$ cat src/rtl/core/hsfe_pkg.sv
// ----------------------------------------------------------------------------
// hsfe_pkg
// Shared types and constants of the HDLC-style frame encoder.
// ----------------------------------------------------------------------------
package hsfe_pkg;

    localparam logic [7:0] FLAG_BYTE  = 8'h7E;
    localparam logic [7:0] ESC_BYTE   = 8'h7D;
    localparam logic [7:0] ADDR_BYTE  = 8'h03;
    localparam logic [7:0] CTRL_SEQ0  = 8'h00;
    localparam logic [7:0] CTRL_SEQ1  = 8'h02;
    localparam logic [7:0] STUFF_MASK = 8'h20;

    localparam int QUEUE_DEPTH_DEFAULT = 2;

    // One classified payload byte, handed from the front to the back
    typedef struct packed {
        logic [7:0] data;      // raw payload byte
        logic       data_esc;  // payload byte needs stuffing
        logic       hdr;       // emit the header first
        logic       seq;       // sequence bit of the frame
        logic       last;      // close the frame after this byte
        logic [7:0] chk;       // check byte, valid when last is set
        logic       chk_esc;   // check byte needs stuffing
    } cmd_t;

    localparam int CMD_W = $bits(cmd_t);

    function automatic logic needs_stuff(input logic [7:0] b);
        needs_stuff = (b == FLAG_BYTE) || (b == ESC_BYTE);
    endfunction

endpackage

$ cat src/rtl/core/hsfe_front.sv
// ----------------------------------------------------------------------------
// hsfe_front
// Accepts payload bytes, tracks frame state and the running check, and
// classifies each byte into a command for the back end.
// ----------------------------------------------------------------------------
module hsfe_front
(
    input  logic                clk,
    input  logic                rst_n,
    input  logic                in_valid,
    input  logic [7:0]          in_data,
    input  logic                in_last,
    input  logic                queue_full,
    output logic                in_ready,
    output logic                push,
    output hsfe_pkg::cmd_t      cmd
);

    logic       seq_reg;
    logic       seq_next;
    logic       open_reg;
    logic       open_next;
    logic [7:0] acc_reg;
    logic [7:0] acc_next;
    logic [7:0] acc_base;
    logic [7:0] chk;

    assign in_ready = !queue_full;
    assign push     = in_valid && !queue_full;

    // A new frame starts its check from zero
    assign acc_base = open_reg ? acc_reg : 8'h00;
    assign chk      = acc_base ^ in_data;

    always_comb
    begin
        cmd.data     = in_data;
        cmd.data_esc = hsfe_pkg::needs_stuff(in_data);
        cmd.hdr      = !open_reg;
        cmd.seq      = seq_reg;
        cmd.last     = in_last;
        cmd.chk      = chk;
        cmd.chk_esc  = hsfe_pkg::needs_stuff(chk);
    end

    always_comb
    begin
        seq_next  = seq_reg;
        open_next = open_reg;
        acc_next  = acc_reg;
        if (push)
        begin
            if (in_last)
            begin
                seq_next  = !seq_reg;
                open_next = 1'b0;
                acc_next  = 8'h00;
            end
            else
            begin
                open_next = 1'b1;
                acc_next  = chk;
            end
        end
    end

    always_ff @(posedge clk or negedge rst_n)
    begin
        if (!rst_n)
        begin
            seq_reg  <= 1'b0;
            open_reg <= 1'b0;
            acc_reg  <= 8'h00;
        end
        else
        begin
            seq_reg  <= seq_next;
            open_reg <= open_next;
            acc_reg  <= acc_next;
        end
    end

endmodule

$ cat src/rtl/core/hsfe_queue.sv
// ----------------------------------------------------------------------------
// hsfe_queue
// Small register FIFO between the front and back ends.
// ----------------------------------------------------------------------------
module hsfe_queue
#(
    parameter int WIDTH = hsfe_pkg::CMD_W,
    parameter int DEPTH = hsfe_pkg::QUEUE_DEPTH_DEFAULT
)
(
    input  logic             clk,
    input  logic             rst_n,
    input  logic             push,
    input  logic [WIDTH-1:0] wr_data,
    input  logic             pop,
    output logic [WIDTH-1:0] rd_data,
    output logic             empty,
    output logic             full
);

    localparam int PTR_W = (DEPTH > 1) ? $clog2(DEPTH) : 1;
    localparam int CNT_W = $clog2(DEPTH + 1);
    localparam logic [PTR_W-1:0] LAST_PTR = PTR_W'(DEPTH - 1);
    localparam logic [CNT_W-1:0] FULL_CNT = CNT_W'(DEPTH);

    logic [WIDTH-1:0] mem_reg [DEPTH];
    logic [PTR_W-1:0] wr_ptr_reg;
    logic [PTR_W-1:0] wr_ptr_next;
    logic [PTR_W-1:0] rd_ptr_reg;
    logic [PTR_W-1:0] rd_ptr_next;
    logic [CNT_W-1:0] cnt_reg;
    logic [CNT_W-1:0] cnt_next;
    logic             do_push;
    logic             do_pop;

    assign empty   = (cnt_reg == '0);
    assign full    = (cnt_reg == FULL_CNT);
    assign do_push = push && !full;
    assign do_pop  = pop && !empty;
    assign rd_data = mem_reg[rd_ptr_reg];

    always_comb
    begin
        wr_ptr_next = wr_ptr_reg;
        rd_ptr_next = rd_ptr_reg;
        cnt_next    = cnt_reg;
        if (do_push)
            wr_ptr_next = (wr_ptr_reg == LAST_PTR) ? '0 : wr_ptr_reg + 1'b1;
        if (do_pop)
            rd_ptr_next = (rd_ptr_reg == LAST_PTR) ? '0 : rd_ptr_reg + 1'b1;
        if (do_push && !do_pop)
            cnt_next = cnt_reg + 1'b1;
        else if (do_pop && !do_push)
            cnt_next = cnt_reg - 1'b1;
    end

    always_ff @(posedge clk or negedge rst_n)
    begin
        if (!rst_n)
        begin
            wr_ptr_reg <= '0;
            rd_ptr_reg <= '0;
            cnt_reg    <= '0;
        end
        else
        begin
            wr_ptr_reg <= wr_ptr_next;
            rd_ptr_reg <= rd_ptr_next;
            cnt_reg    <= cnt_next;
        end
    end

    always_ff @(posedge clk)
    begin
        if (do_push)
            mem_reg[wr_ptr_reg] <= wr_data;
    end

endmodule

$ cat src/rtl/core/hsfe_back.sv
// ----------------------------------------------------------------------------
// hsfe_back
// Steps through the line bytes of each queued command and drives the
// output register, one byte per cycle while the receiver does not stall.
// ----------------------------------------------------------------------------
module hsfe_back
(
    input  logic           clk,
    input  logic           rst_n,
    input  logic           cmd_valid,
    input  hsfe_pkg::cmd_t cmd,
    output logic           pop,
    output logic           out_valid,
    input  logic           out_ready,
    output logic [7:0]     out_byte,
    output logic           out_last,
    output logic           out_done
);

    localparam logic [3:0] ST_FLAG0 = 4'd0;
    localparam logic [3:0] ST_ADDR  = 4'd1;
    localparam logic [3:0] ST_CTRL  = 4'd2;
    localparam logic [3:0] ST_HCHK  = 4'd3;
    localparam logic [3:0] ST_DESC  = 4'd4;
    localparam logic [3:0] ST_DATA  = 4'd5;
    localparam logic [3:0] ST_CESC  = 4'd6;
    localparam logic [3:0] ST_CHK   = 4'd7;
    localparam logic [3:0] ST_FLAG1 = 4'd8;

    logic [3:0] step_reg;
    logic [3:0] step_next;
    logic       first_reg;
    logic       first_next;
    logic [3:0] step;
    logic [3:0] data_step;
    logic [3:0] nxt;
    logic       final_step;
    logic [7:0] ctrl;
    logic [7:0] byte_val;
    logic       load;

    logic       valid_reg;
    logic       valid_next;
    logic [7:0] byte_reg;
    logic       last_reg;
    logic       done_reg;

    assign data_step = cmd.data_esc ? ST_DESC : ST_DATA;
    assign step      = first_reg ? (cmd.hdr ? ST_FLAG0 : data_step) : step_reg;
    assign ctrl      = cmd.seq ? hsfe_pkg::CTRL_SEQ1 : hsfe_pkg::CTRL_SEQ0;
    assign load      = cmd_valid && (!valid_reg || out_ready);
    assign pop       = load && final_step;

    always_comb
    begin
        byte_val   = hsfe_pkg::FLAG_BYTE;
        nxt        = ST_FLAG0;
        final_step = 1'b0;
        unique case (step)
            ST_FLAG0:
            begin
                byte_val = hsfe_pkg::FLAG_BYTE;
                nxt      = ST_ADDR;
            end
            ST_ADDR:
            begin
                byte_val = hsfe_pkg::ADDR_BYTE;
                nxt      = ST_CTRL;
            end
            ST_CTRL:
            begin
                byte_val = ctrl;
                nxt      = ST_HCHK;
            end
            ST_HCHK:
            begin
                byte_val = hsfe_pkg::ADDR_BYTE ^ ctrl;
                nxt      = data_step;
            end
            ST_DESC:
            begin
                byte_val = hsfe_pkg::ESC_BYTE;
                nxt      = ST_DATA;
            end
            ST_DATA:
            begin
                byte_val   = cmd.data_esc ? (cmd.data ^ hsfe_pkg::STUFF_MASK) : cmd.data;
                nxt        = cmd.chk_esc ? ST_CESC : ST_CHK;
                final_step = !cmd.last;
            end
            ST_CESC:
            begin
                byte_val = hsfe_pkg::ESC_BYTE;
                nxt      = ST_CHK;
            end
            ST_CHK:
            begin
                byte_val = cmd.chk_esc ? (cmd.chk ^ hsfe_pkg::STUFF_MASK) : cmd.chk;
                nxt      = ST_FLAG1;
            end
            ST_FLAG1:
            begin
                byte_val   = hsfe_pkg::FLAG_BYTE;
                final_step = 1'b1;
            end
            default:
            begin
                byte_val   = hsfe_pkg::FLAG_BYTE;
                final_step = 1'b1;
            end
        endcase
    end

    always_comb
    begin
        step_next  = step_reg;
        first_next = first_reg;
        valid_next = valid_reg;
        if (out_ready)
            valid_next = 1'b0;
        if (load)
        begin
            valid_next = 1'b1;
            if (final_step)
                first_next = 1'b1;
            else
            begin
                first_next = 1'b0;
                step_next  = nxt;
            end
        end
    end

    always_ff @(posedge clk or negedge rst_n)
    begin
        if (!rst_n)
        begin
            step_reg  <= ST_FLAG0;
            first_reg <= 1'b1;
            valid_reg <= 1'b0;
        end
        else
        begin
            step_reg  <= step_next;
            first_reg <= first_next;
            valid_reg <= valid_next;
        end
    end

    // Hold the payload while the receiver stalls
    always_ff @(posedge clk)
    begin
        if (load)
        begin
            byte_reg <= byte_val;
            last_reg <= final_step;
            done_reg <= (step == ST_FLAG1);
        end
    end

    assign out_valid = valid_reg;
    assign out_byte  = byte_reg;
    assign out_last  = last_reg;
    assign out_done  = done_reg;

endmodule

$ cat src/rtl/core/hdlc_style_frame_encoder.sv
// ----------------------------------------------------------------------------
// hdlc_style_frame_encoder
// Builds HDLC-style information frames with byte stuffing from payload bytes.
// ----------------------------------------------------------------------------
// Slave stream: one payload byte per transfer in s_tdata, s_tlast on the
// final byte of a frame. Master stream: one line byte per transfer in
// m_tdata; m_tlast marks the final line byte caused by a payload byte and
// m_tuser flags the closing flag of a frame.
// The first byte of a frame brings out the four header bytes, every byte
// goes out stuffed (one or two line bytes), and the last byte adds the
// stuffed check byte and the closing flag. One payload byte therefore
// costs 1 to 9 line bytes, and the output port emits one line byte per
// cycle while m_tready holds; an unstuffed middle byte takes one line
// byte, a stuffed one two. The front end takes a payload byte in any cycle
// the command queue has room (QUEUE_DEPTH entries), so input transfers run
// back to back while the output drains. The first line byte of a transfer
// is written to the command queue, then loaded into the output register,
// before it is offered on m_tdata. When the receiver stalls, the output
// register holds its byte, the queue fills and s_tready drops. Reset clears
// the frame state, sequence bit, check and queue; no frame is open after.
// ----------------------------------------------------------------------------
module hdlc_style_frame_encoder
#(
    parameter int QUEUE_DEPTH = hsfe_pkg::QUEUE_DEPTH_DEFAULT
)
(
    input  logic       clk,
    input  logic       rst_n,
    input  logic       s_tvalid,
    output logic       s_tready,
    input  logic [7:0] s_tdata,   // [7:0] payload_byte
    input  logic       s_tlast,   // is_last
    output logic       m_tvalid,
    input  logic       m_tready,
    output logic [7:0] m_tdata,   // [7:0] line_byte
    output logic       m_tlast,   // run_last
    output logic [0:0] m_tuser    // [0] frame_done
);

    hsfe_pkg::cmd_t front_cmd;
    hsfe_pkg::cmd_t head_cmd;
    logic           push;
    logic           pop;
    logic           q_empty;
    logic           q_full;
    logic           done;

    hsfe_front u_front
    (
        .clk        (clk),
        .rst_n      (rst_n),
        .in_valid   (s_tvalid),
        .in_data    (s_tdata),
        .in_last    (s_tlast),
        .queue_full (q_full),
        .in_ready   (s_tready),
        .push       (push),
        .cmd        (front_cmd)
    );

    hsfe_queue
    #(
        .WIDTH (hsfe_pkg::CMD_W),
        .DEPTH (QUEUE_DEPTH)
    )
    u_queue
    (
        .clk     (clk),
        .rst_n   (rst_n),
        .push    (push),
        .wr_data (front_cmd),
        .pop     (pop),
        .rd_data (head_cmd),
        .empty   (q_empty),
        .full    (q_full)
    );

    hsfe_back u_back
    (
        .clk       (clk),
        .rst_n     (rst_n),
        .cmd_valid (!q_empty),
        .cmd       (head_cmd),
        .pop       (pop),
        .out_valid (m_tvalid),
        .out_ready (m_tready),
        .out_byte  (m_tdata),
        .out_last  (m_tlast),
        .out_done  (done)
    );

    assign m_tuser = done;

endmodule
$ cat config.mk
export PLATFORM = sky130hd
export DESIGN_NAME = hdlc_style_frame_encoder
export DESIGN_NICKNAME = d
export VERILOG_FILES = /design/src/rtl/core/hsfe_pkg.sv /design/src/rtl/core/hsfe_front.sv /design/src/rtl/core/hsfe_queue.sv /design/src/rtl/core/hsfe_back.sv /design/src/rtl/core/hdlc_style_frame_encoder.sv
export SDC_FILE = /design/constraint.sdc
export NUM_CORES = 1
export LEC_CHECK = 0
export ABC_AREA = 1
export BUFFER_PORTS_ARGS = -buffer_cell sky130_fd_sc_hd__buf_2
export CORE_UTILIZATION = 54
export CTS_CLUSTER_DIAMETER = 80
export DETAILED_ROUTE_END_ITERATION = 8
export PLACE_DENSITY_LB_ADDON = 0.12
export SYNTH_ARGS = -nofsm -noshare
export SYNTH_HDL_FRONTEND = slang
export SYNTH_HIERARCHICAL = 1
export SYNTH_SLANG_ARGS = --single-unit
$ cat constraint.sdc
create_clock -name clk -period 2.25 [get_ports clk]
set_clock_uncertainty 0.2 [all_clocks]
set_input_delay 0.225 -clock clk [delete_from_list [all_inputs] [get_ports clk]]
set_output_delay 0.225 -clock clk [all_outputs]
set_load 0.01 [all_outputs]
==> results of run 1 <==
-- layout make-up --
class | count | area [um^2]
multi-input cells | 219 | 1149
well taps | 75 | 93.84
fillers | 459 | 1906
repair buffers | 60 | 442.9
clock inverters | 3 | 42.54
inverters | 37 | 138.9
flip-flops and latches | 72 | 2063
clock buffers | 12 | 155.1
-- kinds of logic (layout without fill, tap and decap cells) --
family	after synthesis	in the layout
fa+ha+maj	1	1
buf+inv	53	112
flops	72	72
compound gates	30	30
xor+xnor	7	7
simple gates	181	181
-- power by group --
group | total, mW | internal (mW) | switching, mW
Sequential | 2.27 | 2.03 | 0.240
Clock | 1.02 | 0.566 | 0.455
Combinational | 2.50 | 0.976 | 1.52
Total | 5.79 | 3.57 | 2.22
-- worst max path at each step --
stage	slack, ns	cells after the start	endpoint	start
after floorplan	-0.09	15	u_queue/cnt_reg[1]$_DFFE_PN0P_	u_queue/rd_ptr_reg$_DFFE_PN0P_
after global placement	0.07	14	u_queue/cnt_reg[1]$_DFFE_PN0P_	u_queue/rd_ptr_reg$_DFFE_PN0P_
after detailed placement	-0.04	14	u_queue/cnt_reg[1]$_DFFE_PN0P_	u_queue/rd_ptr_reg$_DFFE_PN0P_
after CTS	0.0004	14	u_queue/cnt_reg[1]$_DFFE_PN0P_	u_queue/rd_ptr_reg$_DFFE_PN0P_
after global routing	-0.009	14	u_queue/cnt_reg[1]$_DFFE_PN0P_	u_queue/rd_ptr_reg$_DFFE_PN0P_
final	0.11	14	u_queue/rd_ptr_reg$_DFFE_PN0P_	u_queue/rd_ptr_reg$_DFFE_PN0P_
-- placed cells by master (no fill, tap or decap), drive strengths merged, types with 3 or more instances in the layout --
cell type,synthesis,routed
nor2,17,17
edfxtp,52,52
o21ai,19,19
xor2,5,5
nand2,135,135
dlygate4sd3,0,11
a22oi,3,3
a21oi,4,4
buf,16,49
inv,37,37
clkbuf,0,12
dfrtp,19,19
nand3,19,19
nand4,5,5
-- routing by layer --
layer,global-route usage (%),wire [um],vias up
met1,31.59,3088,1145
met3,4.382,245,10
met5,0,0,-
met4,8.929,88,0
met2,35.25,3160,57
li1,-,-,1224
-- worst max-delay path: cells and delay by family, from the launching register on --
kind	cells	cell delay, ns
flip-flops	1	0.41
buffers and inverters	4	0.46
AO/OA/AOI/OAI	3	0.32
AND/OR/NAND/NOR	7	0.66
-- repair_timing --
action	CTS	global route
hold endpoints to repair	39	0
setup endpoints to repair	1	3
pin swaps	5	11
hold buffers	11	0
resized for setup	1	14
buffers inserted	11	2
==> flow_summary.json, run 1 <==
{
  "status": "completed",
  "n_antenna_cell": 0,
  "min_period_over_period_pct": 95.33,
  "rows": 28,
  "crit_chain": "inv_2 > nand2_2 > nand2_2 > o21ai_2 > nand3_2 > nor2_8 > a21oi_4 > nor2_2 > o21ai_2 > buf_4 > buf_4 > buf_4 > nand2_2 > nand2_2",
  "fin_setup_tns_ns": 0,
  "synth_area_um2": 3401,
  "hold_class": "input pin to register",
  "synthAdderAreaFrac_pct": 0.3679,
  "clock_path_buffers": 2,
  "cp-start-kind": "register",
  "post-place-cells": 441,
  "gp_congestion": 0.8296,
  "grtUsageTotal_pct": 22.79,
  "fin_area_um2": 4085,
  "p_total_mw": 5.787,
  "clock_sinks": 72,
  "die_area_um2": 6619,
  "cp-end-kind": "register",
  "ant_nets": 0,
  "max-cap-violations": 0,
  "grt_max_degree": 22,
  "grt_pass1_vias": 2290,
  "first_iter_violations": 178,
  "synth_edf_count": 52,
  "route.detailed.drc": 0,
  "instances_no_fill": 478,
  "synth_most_common_cell": "nand2_1",
  "p_leak_nw": 1.871,
  "powerDensity_nw_per_um2": 1417,
  "synth_mux_area_share_pct": 0,
  "cp_max_fo": 5,
  "finalHoldViolCount": 0,
  "holdPathStages": 4,
  "die_w_um": 81.36,
  "synthXorXnorAreaFrac_pct": 2.024,
  "synth_area_leaders": "edfxtp_1 46%, nand2_1 14%, dfrtp_1 14%, inv_1 3.9%, o21ai_0 2.6%",
  "r2r_slack_ns": 0.11,
  "final.setup.worst_slack_ns": 0.1051,
  "synth_common_cells": "129 x nand2_1, 52 x edfxtp_1, 35 x inv_1",
  "drive_above_1_share_pct": 25.81,
  "pre_cts_slack_ns": -0.03747,
  "synth_largest_area_cell": "edfxtp_1",
  "chipHeight_um": 81.36,
  "hold_start": "s_tvalid",
  "ys_ff_latch": 72,
  "io_buffers": 24,
  "grt_pass1_wl_um": 10910,
  "dp_hpwl_um": 4508,
  "crit_type": "register to register",
  "numCtsBuffers": 9,
  "setup_viol": 0,
  "clk_pin_slew_ns": 0.07,
  "io_pins": 25,
  "cts_tree": "yes",
  "arrival_ns": 2.17,
  "htreeDepth": 3,
  "timing.rr.start": "u_queue/rd_ptr_reg$_DFFE_PN0P_",
  "core_area_um2": 5991,
  "drt_wl_total_um": 6583,
  "placed_area_um2": 3643,
  "synthCells": 344,
  "relSlewSlack_pct": 59.76,
  "antenna_found_initial": 0,
  "period_needed_ns": 2.145,
  "hold_slack_ns": 0.1727,
  "synth_compound_area_share_pct": 5.077,
  "cpPeakStageDelay_ns": 0.41,
  "syn_nets": 358,
  "fin_nets": 413,
  "utilization_pct": 68.19,
  "grt_overflow": 0,
  "r2r-end": "u_queue/rd_ptr_reg$_DFFE_PN0P_",
  "vias_per_cell": 5.096,
  "yosys.area_share.simple_pct": 24.50,
  "synth_cell_types": 36,
  "worstPathRequired_ns": 2.27,
  "ys_seq_area_share_pct": 60.67,
  "insertion_delay_ns": 0.33,
  "vias": 2436,
  "synthToLayoutAreaGrowth_pct": 20.13,
  "syn_area_per_cell_um2": 9.886,
  "dr.pass1.iters": 4,
  "wl_per_cell_um": 13.77,
  "fmax_ghz": 0.4662,
  "post-synth-top-area-fraction_pct": 45.92,
  "worst_pin_slew_ns": 0.6029,
  "synth_top_family_by_area": "simple AND/OR/NAND/NOR gates",
  "cp_common_cell": "nand2_2",
  "largest_register_ffs": 42,
  "min_to": "u_front/acc_reg[7]$_DFFE_PN0N_",
  "vdd_drop_max_v": 0.0007861,
  "cts-root-buf": "clkbuf_8",
  "cpMaxStageDelayCell": "dfrtp_1",
  "slew_viol_final": 0,
  "start_util_pct": 56.77,
  "reg2regPathDepth": 14,
  "yosys_warnings": 6,
  "synth_ff_type": "edfxtp_1",
  "ys_async_sr_fraction_pct": 27.78
}
No activity file was read; power rests on OpenSTA's default activity.
==> run 2: changes to the inputs <==
--- a/config.mk
+++ b/config.mk
@@ -5,12 +5,12 @@
 export SDC_FILE = /design/constraint.sdc
 export NUM_CORES = 1
 export LEC_CHECK = 0
-export ABC_AREA = 1
 export BUFFER_PORTS_ARGS = -buffer_cell sky130_fd_sc_hd__buf_2
 export CORE_UTILIZATION = 54
 export CTS_CLUSTER_DIAMETER = 80
 export DETAILED_ROUTE_END_ITERATION = 8
 export PLACE_DENSITY_LB_ADDON = 0.12
+export SLEW_MARGIN = 20
 export SYNTH_ARGS = -nofsm -noshare
 export SYNTH_HDL_FRONTEND = slang
 export SYNTH_HIERARCHICAL = 1
==> run 2 against run 1 <==
The run now ends with setup timing left. Die area is 0.92% higher. Flip-flop and latch count unchanged. First-iteration DRC count fell by 53%. Hold slack got worse by 0.026 ns. Critical path depth shrank 4. Sequential share of layout area is 0.59 points higher. Critical path type unchanged. Largest cell class unchanged. Highest routed layer unchanged.
==> flow_summary.json, run 2 <==
{
  "min_period_over_period_pct": 113.6,
  "layout_commonest_cell": "edfxtp_1",
  "yosys_warnings": 6,
  "grtUsageTotal_pct": 20.24,
  "violations": "setup timing",
  "post-synth-top-area-fraction_pct": 45.48,
  "first_iter_violations": 84,
  "dr.pass1.iters": 4,
  "start_util_pct": 56.98,
  "setup_viol": 3,
  "grt_max_degree": 22,
  "chipHeight_um": 81.74,
  "synth_edf_count": 52,
  "die_area_um2": 6681,
  "io_pins": 25,
  "io_buffers": 24,
  "drive_above_1_share_pct": 31.35,
  "clock_path_buffers": 2,
  "vdd_drop_max_v": 0.0008895,
  "rows": 28,
  "p_int_mw": 3.725,
  "ys_ff_latch": 72,
  "post-place-cells": 350,
  "syn_area_per_cell_um2": 13.73,
  "reg2regPathDepth": 10,
  "final.setup.worst_slack_ns": -0.3068,
  "synth_area_um2": 3433,
  "wl_per_cell_um": 15.96,
  "ys_async_sr_fraction_pct": 27.78,
  "grt_setup_unrepaired": "yes",
  "n_antenna_cell": 0,
  "power.share.clock_pct": 19.2,
  "synthCells": 250,
  "clock_sinks": 72,
  "crit_type": "register to register",
  "finalHoldViolCount": 0,
  "ys_seq_area_share_pct": 60.09,
  "synthToLayoutAreaGrowth_pct": 17.60,
  "synth_largest_area_cell": "edfxtp_1",
  "worst_pin_slew_ns": 0.5685,
  "largest_register_ffs": 42,
  "htreeDepth": 3,
  "slew_viol_final": 0,
  "grt_pass1_vias": 1990,
  "synth_ff_type": "edfxtp_1",
  "ant_nets": 0,
  "pwr-share-comb_pct": 40.0,
  "synth_cell_types": 53,
  "powerDensity_nw_per_um2": 1382,
  "drt_wl_total_um": 6031,
  "cts-root-buf": "clkbuf_8",
  "cpMaxStageDelayCell": "dfrtp_1",
  "die_w_um": 81.74,
  "grt_pass1_wl_um": 9577,
  "clk_pin_slew_ns": 0.07,
  "hold_class": "input pin to register",
  "critical_path_buf_inv_count": 0,
  "crit_chain": "mux2_4 > or3b_4 > or2_4 > o21a_1 > nor2_1 > o21ai_1 > ha_2 > xor2_1 > nor2_1 > xor2_1",
  "cp-end-kind": "register",
  "fin_nets": 312,
  "cts_tree": "yes",
  "relSlewSlack_pct": 62.10,
  "synth_area_leaders": "edfxtp_1 45%, dfrtp_1 14%, mux2_4 8.7%, xnor2_1 3.1%, nand2_1 2.4%",
  "power.switching_mw": 1.855,
  "holdPathStages": 5,
  "gp_congestion": 0.8494,
  "mostFrequentLayoutCells": "52 x edfxtp_1, 24 x buf_2, 22 x nand2_1",
  "grt_overflow": 0,
  "status": "complete, but fails checks",
  "numCtsBuffers": 9,
  "cp_max_fo": 4,
  "cpPeakStageDelay_ns": 0.43,
  "arrival_ns": 2.62,
  "synth_most_common_cell": "edfxtp_1",
  "cp-start-kind": "register",
  "insertion_delay_ns": 0.33,
  "p_sw_share_pct": 33.25,
  "critical_path_depth": 10,
  "placed_area_um2": 3686,
  "fmax_ghz": 0.3911,
  "vias": 2067,
  "p_leak_nw": 1.616,
  "crit_family": "simple AND/OR/NAND/NOR gates",
  "seq_power_share_pct": 40.8,
  "route.detailed.drc": 0,
  "utilization_pct": 67.01,
  "max-cap-violations": 0,
  "period_needed_ns": 2.557,
  "vias_per_cell": 5.468,
  "core_area_um2": 6026,
  "dp_hpwl_um": 4100,
  "antenna_found_initial": 0,
  "worstPathRequired_ns": 2.31,
  "fin_area_um2": 4038,
  "syn_nets": 264,
  "synth_common_cells": "52 x edfxtp_1, 22 x nand2_1, 20 x mux2_4",
  "instances_no_fill": 378
}
-- run 2: changes by cell type after synthesis, sizes merged, moves of 11 or more --
cell   change
nand2    -111
nand3     -16
mux2      +22
o21ai     -14
xnor2     +11
inv       -27
-- run 2: metal layers --
| metal | wire length, um | global-route usage, % | up-vias |
|---|---|---|---|
| li1 | - | - | 1001 |
| met1 | 2906 | 27.18 | 1002 |
| met2 | 2815 | 31.49 | 59 |
| met3 | 254 | 3.889 | 5 |
| met4 | 55 | 9.825 | 0 |
| met5 | 0 | 0 | - |
-- run 2: through the flow --
stage               hold WS (ns)  power, mW  setup slack, ns  setup TNS, ns
global placement         0.03994      4.435          -0.2717        -0.4255
floorplan                -0.2706      3.870          -0.4558        -0.9091
finish                    0.1469      5.580          -0.3068        -0.6088
CTS                       0.1395      5.612          -0.3273        -0.6739
global route              0.1587      5.933          -0.4156        -0.8847
detailed placement       0.04693      4.480          -0.3273        -0.5593
-- run 2: cell type report --
type | count | area (um^2)
clock inverter | 4 | 51.30
timing repair buffer | 55 | 412.9
multi-input combinational | 150 | 1211
clock buffer | 12 | 165.2
sequential | 72 | 2063
tap | 75 | 93.84
inverter | 10 | 40.04
fill | 441 | 1988
-- run 2: power groups by stage --
stage / logic (mW) / clock network, mW / registers (mW)
after global placement: 2.15 / 0 / 2.29
after CTS: 2.24 / 1.09 / 2.28
after detailed placement: 2.17 / 0 / 2.31
after floorplan: 1.59 / 0 / 2.28
after global routing: 2.46 / 1.15 / 2.33
final: 2.23 / 1.07 / 2.28
-- run 2: kinds of logic after synthesis --
kind of cell | count (synthesis) | synth area share (%)
mux | 22 | 9.402
flops | 72 | 60.10
simple gates | 61 | 9.111
xor+xnor | 21 | 5.576
fa+ha+maj | 1 | 0.3644
compound gates | 45 | 10.46
buf+inv | 28 | 4.992
-- run 2: path summary, 6_finish.rpt --
| check | from | end | slack (ns) |
|---|---|---|---|
| min | s_tvalid | u_queue/wr_ptr_reg$_DFFE_PN0P_ | 0.15 |
| min reg2reg | u_front/acc_reg[0]$_DFFE_PN0N_ | u_front/acc_reg[0]$_DFFE_PN0N_ | 0.31 |
| max | u_queue/rd_ptr_reg$_DFFE_PN0P_ | u_queue/cnt_reg[1]$_DFFE_PN0P_ | -0.31 |
| max in group asynchronous | rst_n | u_queue/rd_ptr_reg$_DFFE_PN0P_ | 1.26 |
| min in group asynchronous | rst_n | u_front/acc_reg[4]$_DFFE_PN0N_ | 0.21 |
| max reg2reg | u_queue/rd_ptr_reg$_DFFE_PN0P_ | u_queue/cnt_reg[1]$_DFFE_PN0P_ | -0.31 |
-- run 2: worst reg2reg max path, stage by stage, from the launching register on --
cell	delay [ns]
dfrtp_1	0.43
mux2_4	0.32
or3b_4	0.40
or2_4	0.24
o21a_1	0.12
nor2_1	0.10
o21ai_1	0.09
ha_2	0.18
xor2_1	0.13
nor2_1	0.11
xor2_1	0.15
-- run 2: repair_timing --
action / CTS / global route
setup buffers: 3 / 1
endpoints found under the hold margin: 38 / 0
hold buffers: 11 / 0
gates resized for setup: 2 / 2
setup endpoints to repair: 3 / 5
pin swaps: 5 / 2
==> run 3: changes to the inputs <==
--- a/config.mk
+++ b/config.mk
@@ -9,7 +9,8 @@
 export CORE_UTILIZATION = 54
 export CTS_CLUSTER_DIAMETER = 80
 export DETAILED_ROUTE_END_ITERATION = 8
-export PLACE_DENSITY_LB_ADDON = 0.12
+export PLACE_DENSITY = 0.76
+export SETUP_SLACK_MARGIN = 0.5
 export SLEW_MARGIN = 20
 export SYNTH_ARGS = -nofsm -noshare
 export SYNTH_HDL_FRONTEND = slang
==> run 3 against run 2 <==
Count of clock-buffer cells in the layout unchanged. Wire length is 27% higher. Power is 8.3% higher. The flow still finishes with violations (setup timing). Largest power group is now combinational logic.
==> flow_summary.json, run 3 (synthesis results as in run 2) <==
{
  "dr.pass1.iters": 4,
  "route.detailed.drc": 0,
  "drt_wl_total_um": 7640,
  "cp_max_fo": 4,
  "n_antenna_cell": 0,
  "htreeDepth": 3,
  "vdd_drop_max_v": 0.0007135,
  "final.setup.worst_slack_ns": -0.4369,
  "cp_common_cell": "xor2_1",
  "first_iter_violations": 128,
  "holdPathStages": 2,
  "vias": 2285,
  "core_area_um2": 6026,
  "io_pins": 25,
  "pre_cts_slack_ns": -0.3833,
  "crit_type": "register to register",
  "antenna_found_initial": 0,
  "fin_area_um2": 4375,
  "numCtsBuffers": 9,
  "slew_viol_final": 0,
  "chipHeight_um": 81.74,
  "violations": "setup timing",
  "hold_slack_ns": 0.1417,
  "vias_per_cell": 5.684,
  "status": "complete, but fails checks",
  "start_util_pct": 56.98,
  "crit_family": "simple AND/OR/NAND/NOR gates",
  "grtUsageTotal_pct": 21.86,
  "crit_chain": "mux2_4 > or3b_4 > or2_4 > o21a_1 > nor2_1 > o21ai_1 > ha_2 > xor2_1 > nor2_2 > xor2_1",
  "arrival_ns": 2.72,
  "grt_pass1_vias": 2086,
  "clk_pin_slew_ns": 0.09,
  "cts-root-buf": "clkbuf_8",
  "finalHoldViolCount": 0,
  "rows": 28,
  "period_needed_ns": 2.687,
  "max-cap-violations": 0,
  "min_to": "u_queue/mem_reg[1][8]$_DFFE_PP_",
  "worst_pin_slew_ns": 0.5008,
  "worstPathRequired_ns": 2.28,
  "grt_pass1_wl_um": 10450,
  "dp_hpwl_um": 4186,
  "cpMaxStageDelayCell": "dfrtp_2",
  "reg2regPathDepth": 10,
  "cp-start-kind": "register",
  "io_buffers": 24,
  "timing.rr.start": "u_queue/rd_ptr_reg$_DFFE_PN0P_",
  "mostFrequentLayoutCells": "52 x edfxtp_1, 25 x buf_4, 22 x buf_2",
  "hold_start": "s_tdata[7]",
  "synthToLayoutAreaGrowth_pct": 27.44,
  "relSlewSlack_pct": 66.62,
  "cpPeakStageDelay_ns": 0.45,
  "ant_nets": 0,
  "utilization_pct": 72.61,
  "grt_max_degree": 22,
  "insertion_delay_ns": 0.34,
  "r2r-end": "u_queue/cnt_reg[1]$_DFFE_PN0P_",
  "wl_per_cell_um": 19.00,
  "cp-end-kind": "register",
  "layout_commonest_cell": "edfxtp_1",
  "clock_path_buffers": 2,
  "r2r_slack_ns": -0.44,
  "cts_tree": "yes",
  "grt_overflow": 0,
  "drive_above_1_share_pct": 42.20,
  "grt_setup_unrepaired": "yes",
  "min_period_over_period_pct": 119.4,
  "p_leak_nw": 1.740,
  "powerDensity_nw_per_um2": 1381,
  "clock_sinks": 72,
  "fmax_ghz": 0.3722,
  "p_total_mw": 6.042,
  "die_area_um2": 6681,
  "gp_congestion": 0.8100,
  "hold_class": "input pin to register",
  "critical_path_buf_inv_count": 0,
  "setup_viol": 16,
  "placed_area_um2": 3684,
  "largest_register_ffs": 42,
  "die_w_um": 81.74,
  "fin_nets": 336
}
==> run 3: changes by cell type in the layout (fill, tap and decap cells not counted), sizes merged <==
cell and change:
and3 +3, buf +20, bufinv -1, clkbuf +1, clkinv +2, clkinvlp -1
==> run 3: through the flow <==
stage | std cells | setup TNS (ns)
after detailed placement | 350 | -0.5756
after CTS | 394 | -2.007
after global placement | 350 | -0.4073
after global routing | 402 | -4.694
final | 402 | -4.029
after floorplan | 250 | -0.9087
==> run 3: cell type report <==
type | count | area, um^2
Sequential cell | 72 | 2066
Tap cell | 75 | 93.84
Inverter | 10 | 42.54
Fill cell | 391 | 1650
Multi-Input combinational cell | 153 | 1375
Clock buffer | 12 | 135.1
Timing Repair Buffer | 76 | 641.9
Clock inverter | 4 | 21.27
==> run 3: power breakdown <==
group	total, mW	switching (mW)	internal [mW]
logic	2.88	1.43	1.44
clock network	0.864	0.469	0.395
registers	2.30	0.277	2.02
total	6.04	2.18	3.86
==> run 3: metal layers <==
metal	up-vias	wire (um)	global-route usage (%)
met4	0	142	8.596
li1	1065	-	-
met3	13	359	6.111
met5	-	0	0
met1	1132	3191	28.62
met2	75	3946	34.38
==> run 3: repair_timing <==
| action | in CTS | in global routing |
|---|---|---|
| pin swaps | 13 | 11 |
| endpoints found under the hold margin | 38 | 0 |
| cloned | 0 | 4 |
| setup buffers | 17 | 4 |
| gates resized for setup | 20 | 30 |
| hold buffers | 11 | 0 |
| endpoints found under the setup margin | 67 | 76 |
==> run 3: how the worst max path moves through the flow <==
stage,startpoint,endpoint,cells past startpoint
global route,u_queue/rd_ptr_reg$_DFFE_PN0P_,u_queue/cnt_reg[0]$_DFFE_PN0P_,9
floorplan,u_queue/rd_ptr_reg$_DFFE_PN0P_,u_queue/cnt_reg[1]$_DFFE_PN0P_,11
CTS,u_queue/rd_ptr_reg$_DFFE_PN0P_,u_queue/cnt_reg[1]$_DFFE_PN0P_,10
finish,u_queue/rd_ptr_reg$_DFFE_PN0P_,u_queue/cnt_reg[1]$_DFFE_PN0P_,10
global placement,u_queue/rd_ptr_reg$_DFFE_PN0P_,u_queue/cnt_reg[1]$_DFFE_PN0P_,10
detailed placement,u_queue/rd_ptr_reg$_DFFE_PN0P_,u_queue/cnt_reg[1]$_DFFE_PN0P_,10
